$ cat src/rtl/lk2_pkg.sv
// Shared types, constants and the mix step function of the lookup2 hash block.
// Used by the mix pipeline and the top level; depends on nothing.
`default_nettype none

package lk2_pkg;

    localparam logic [31:0] GOLDEN_WORD = 32'h9e3779b9;
    localparam logic [31:0] DEFAULT_C   = 32'hfedcba98;

    // One 12-byte block: bytes 0..3 feed a, 4..7 feed b, 8..11 feed c.
    localparam int          BLOCK_BYTES = 12;
    localparam logic [3:0]  POS_B_START = 4'd4;
    localparam logic [3:0]  POS_C_START = 4'd8;
    localparam logic [3:0]  POS_LAST    = 4'(BLOCK_BYTES - 1);

    // The mix is nine dependent subtract/xor lines, one pipeline stage each.
    localparam int MIX_STEPS = 9;
    localparam int STEP_W    = $clog2(MIX_STEPS);

    typedef struct packed {
        logic [31:0] a;
        logic [31:0] b;
        logic [31:0] c;
    } word3_t;

    typedef struct packed {
        logic        first;
        logic        same;
        logic [31:0] tail_a;
        logic [31:0] tail_b;
        logic [31:0] tail_c;
        logic [31:0] key_c;
    } final_job_t;

    // One line of the mix: one word loses the other two and takes a shifted copy.
    function automatic word3_t mix_line(input logic [STEP_W-1:0] step, input word3_t w);
        word3_t r;
        r = w;
        case (step)
            4'd0:    r.a = (w.a - w.b - w.c) ^ (w.c >> 13);
            4'd1:    r.b = (w.b - w.c - w.a) ^ (w.a << 8);
            4'd2:    r.c = (w.c - w.a - w.b) ^ (w.b >> 13);
            4'd3:    r.a = (w.a - w.b - w.c) ^ (w.c >> 12);
            4'd4:    r.b = (w.b - w.c - w.a) ^ (w.a << 16);
            4'd5:    r.c = (w.c - w.a - w.b) ^ (w.b >> 5);
            4'd6:    r.a = (w.a - w.b - w.c) ^ (w.c >> 3);
            4'd7:    r.b = (w.b - w.c - w.a) ^ (w.a << 10);
            4'd8:    r.c = (w.c - w.a - w.b) ^ (w.b >> 15);
            default: r = w;
        endcase
        return r;
    endfunction

endpackage

`default_nettype wire

$ cat src/rtl/lk2_mix_pipe.sv
// Nine-stage pipeline of the lookup2 mix, one mix line per stage.
// Depends on lk2_pkg for the word type and the mix line function.
`default_nettype none

module lk2_mix_pipe (
    input  logic            clk,
    input  logic            rst_n,
    input  logic            en,
    input  logic            in_valid,
    input  lk2_pkg::word3_t in_word,
    output logic            out_valid,
    output lk2_pkg::word3_t out_word
);

    lk2_pkg::word3_t stage_reg  [lk2_pkg::MIX_STEPS];
    lk2_pkg::word3_t stage_next [lk2_pkg::MIX_STEPS];
    logic            valid_reg  [lk2_pkg::MIX_STEPS];
    logic            valid_next [lk2_pkg::MIX_STEPS];

    for (genvar g = 0; g < lk2_pkg::MIX_STEPS; g++) begin : g_stage
        if (g == 0) begin : g_head
            assign stage_next[g] = lk2_pkg::mix_line(lk2_pkg::STEP_W'(g), in_word);
            assign valid_next[g] = in_valid;
        end
        else begin : g_body
            assign stage_next[g] = lk2_pkg::mix_line(lk2_pkg::STEP_W'(g), stage_reg[g-1]);
            assign valid_next[g] = valid_reg[g-1];
        end

        always_ff @(posedge clk or negedge rst_n)
        begin
            if (!rst_n)
            begin
                valid_reg[g] <= 1'b0;
            end
            else if (en)
            begin
                valid_reg[g] <= valid_next[g];
            end
        end

        always_ff @(posedge clk)
        begin
            if (en)
            begin
                stage_reg[g] <= stage_next[g];
            end
        end
    end

    assign out_valid = valid_reg[lk2_pkg::MIX_STEPS-1];
    assign out_word  = stage_reg[lk2_pkg::MIX_STEPS-1];

endmodule

`default_nettype wire

$ cat config.mk
export PLATFORM = sky130hd
export DESIGN_NAME = lk2_mix_pipe
export DESIGN_NICKNAME = d
export VERILOG_FILES = /design/src/rtl/lk2_pkg.sv /design/src/rtl/lk2_mix_pipe.sv
export SDC_FILE = /design/constraint.sdc
export NUM_CORES = 2
export LEC_CHECK = 0
export ABC_CLOCK_PERIOD_IN_PS = 3600
export BUFFER_PORTS_ARGS = -buffer_cell sky130_fd_sc_hd__buf_2
export CAP_MARGIN = 20
export CORE_MARGIN = 5
export CORE_UTILIZATION = 50
export DETAILED_ROUTE_END_ITERATION = 16
export PLACE_DENSITY_LB_ADDON = 0.3
export SLEW_MARGIN = 30
export SYNTH_ARGS = -nofsm -noshare
export SYNTH_HDL_FRONTEND = slang
export SYNTH_SLANG_ARGS = --single-unit
$ cat constraint.sdc
create_clock -name clk -period 3.6 [get_ports clk]
set_input_delay 0 -clock clk [delete_from_list [all_inputs] [get_ports clk]]
set_output_delay 0 -clock clk [all_outputs]
set_load 0.005 [all_outputs]
==> results.toml <==
[status]
status = "completed"

[timing]
post-route-period-util_pct = 97.7
fin_worst_skew_ns = 0.0178
setup_viol_count_final = 0
fin_crit_ns = 3.52
slew_headroom_pct = 56.6
rsz0062_at_grt = "true"
fmax_ghz = 0.284
slew_viol_final = 0
finalHoldViolCount = 0
worst_slew_pin_slew_ns = 0.651

[synth]
yosys_warnings = 0
syn_nets = 4597
synthArstFlopShare_pct = 1.03
syn_inst = 3927
syn_area_per_cell_um2 = 12.8
synthFlopType = "edfxtp_1"
syn-cell-area_mm2 = 0.0501
yosysSeqAreaShare_pct = 52.2
ys_ff_latch = 873
ys_types = 77
yosys-top-cells-area = "edfxtp_1 (52%), fa_1 (11%), ha_1 (7.4%), xnor2_1 (6.2%), inv_1 (4.7%)"
synth_top_area_share_pct = 51.8
yosys.area.top_type = "edfxtp_1"
synth_edf_count = 864

[detailed_routing]
final_antenna_net_count = 0
drt-initial-drc-count = 1486
wl_per_cell_um = 18.3
drc = 0
vias = 29400
dr.pass1.iters = 5
wirelength_um = 105000
vias_per_cell = 5.11

[floorplanning]
die-area_mm2 = 0.107
coreArea_mm2 = 0.0999
ios = 197
die_h_um = 327
placementRows = 116
die_w_um = 327
initial_core_util_pct = 50.2

[cells_and_area]
drive_above_1_share_pct = 13.8
area_growth_pct = 15.2
design_area_mm2 = 0.0577
fin_nets = 5051
nFillCells = 8080
diodes = 0
largest_reg_flops = 864
final_cell_mix = "edfxtp_1 (864), inv_1 (632), xnor2_1 (356)"
layout_commonest_cell = "edfxtp_1"

[cts]
clk_pin_slew_worst_paths_ns = 0.06
htree_levels = 3
cts_tree = "yes"
cts.sinks = 873
clock_latency_ns = 0.66
clock_path_buffers = 3
cts_root_buf = "clkbuf_16"
numCtsBuffers = 92

[min_path]
min_path_cells = 5
min_path_type = "in2reg"
holdPathEnd = "stage_reg[0][74]"
hp-start = "in_word[73]"

[global_route]
grt_pass1_vias = 31300
grt_first_pass_wirelength_um = 168000
grt_use_total_pct = 20.0
antenna_found_initial = 0
grt_max_degree = 118
overflow = 0

[placement]
dpl_cell_area_mm2 = 0.0535
io_buffer_count = 196
gp_congestion = 0.933
dp_hpwl_um = 83300

[critical_path]
cp_max_fo = 4
cp-start-kind = "flip-flop"
cp_data_required_time_ns = 3.99
rr_endpoint = "stage_reg[0][159]"
reg2reg_depth = 12
max_stage_delay_ns = 0.44
slowest_stage = "edfxtp_1"
r2r_slack_ns = 0.08
crit_arrival_ns = 3.91
critical_path_class = "reg2reg"
crit_top_cell = "a31oi_1"
crit_path_end_kind = "flip-flop"
r2r-start = "stage_reg[0][70]"
crit_chain = "inv_1 > fa_1 > ha_1 > nand2_1 > or3_1 > o211a_1 > a21oi_1 > a31oi_1 > o21ai_2 > a32o_1 > a31oi_1 > xnor2_1"

[run]
max-cap-violations = 0
[layout make-up]
type	count	area (um^2)	share of cell area, %
Clock buffer	114	2430	4.20
Clock inverter	57	644	1.12
Inverter	633	2380	4.12
Multi-Input combinational cell	2294	21000	36.4
Sequential cell	873	26200	45.3
Tap cell	1298	1620	2.81
Timing Repair Buffer	487	3480	6.03
[layer usage]
| layer | track usage (%) | vias to the layer above | share of wire, % |
|---|---|---|---|
| li1 | - | 14500 | - |
| met1 | 24.0 | 14000 | 40 |
| met2 | 35.0 | 704 | 49 |
| met3 | 2.69 | 306 | 3.6 |
| met4 | 11.1 | 0 | 6.9 |
| met5 | 0 | - | 0 |
[worst max-delay path by stage]
stage	end	from	slack (ns)	depth (start not counted)
after floorplan	stage_reg[0][218]	stage_reg[0][128]	0.43	12
after global placement	stage_reg[0][383]	stage_reg[0][227]	-0.07	13
after detailed placement	stage_reg[0][383]	stage_reg[0][227]	-0.12	13
after CTS	stage_reg[0][157]	stage_reg[0][71]	0.01	13
after global routing	stage_reg[0][669]	stage_reg[0][488]	-0.02	13
final	stage_reg[0][159]	stage_reg[0][70]	0.08	12
[worst max-delay path: cells and delay by family, from the launching register on]
family | cells | cell delay [ns]
AO/OA/AOI/OAI | 6 | 1.30
buffers and inverters | 1 | 0.11
XOR/XNOR | 1 | 0.14
adder cells (fa/ha/maj) | 2 | 0.78
AND/OR/NAND/NOR | 2 | 0.48
flip-flops | 1 | 0.44
[logic make-up after synthesis]
family,Yosys count,share of synthesized area (%)
flip-flops,873,52.2
buffers and inverters,760,6.42
AO/OA/AOI/OAI,750,9.66
adder cells (fa/ha/maj),570,18.3
XOR/XNOR,492,8.60
AND/OR/NAND/NOR,471,4.57
multiplexers,11,0.242
[cells in the mapped netlist (all sizes together), types with 13 or more instances]
library cell	instances
nor3	26
clkbuf	27
and2	16
and3	22
nor2	93
fa	273
nor2b	25
xor2	136
buf	100
o21ai	122
inv	633
nand2b	23
nand2	136
edfxtp	864
xnor2	356
a31oi	29
nand3	59
ha	297
nand4	31
a21oi	263
a211oi	13
o21bai	30
o21a	30
a21o	156
[per-stage QoR]
stage          cells  hold slack, ns  worst slack [ns]  util, %  setup TNS, ns
6_report        5756          0.0480            0.0811     57.8              0
5_1_grt         5756          0.0443           -0.0186     57.8        -0.0261
4_1_cts         5742         0.00235            0.0117     57.5              0
3_5_place_dp    5488          -0.141            -0.118     53.5         -0.184
3_3_place_gp    5488          -0.147           -0.0733     53.5         -0.108
2_1_floorplan   3927          -0.296             0.435        -              0
[repair_timing]
| action | 4_1_cts | 5_1_grt |
|---|---|---|
| setup buffers | 0 | 14 |
| hold buffers | 83 | 0 |
| hold endpoints to repair | 155 | 0 |
| setup endpoints to repair | 5 | 41 |
| pin swaps | 0 | 10 |
| resized for setup | 5 | 50 |
Power is left out: the tool's default activity adds up to more than one toggle a clock period on the data nets, which glitch-free logic cannot reach.
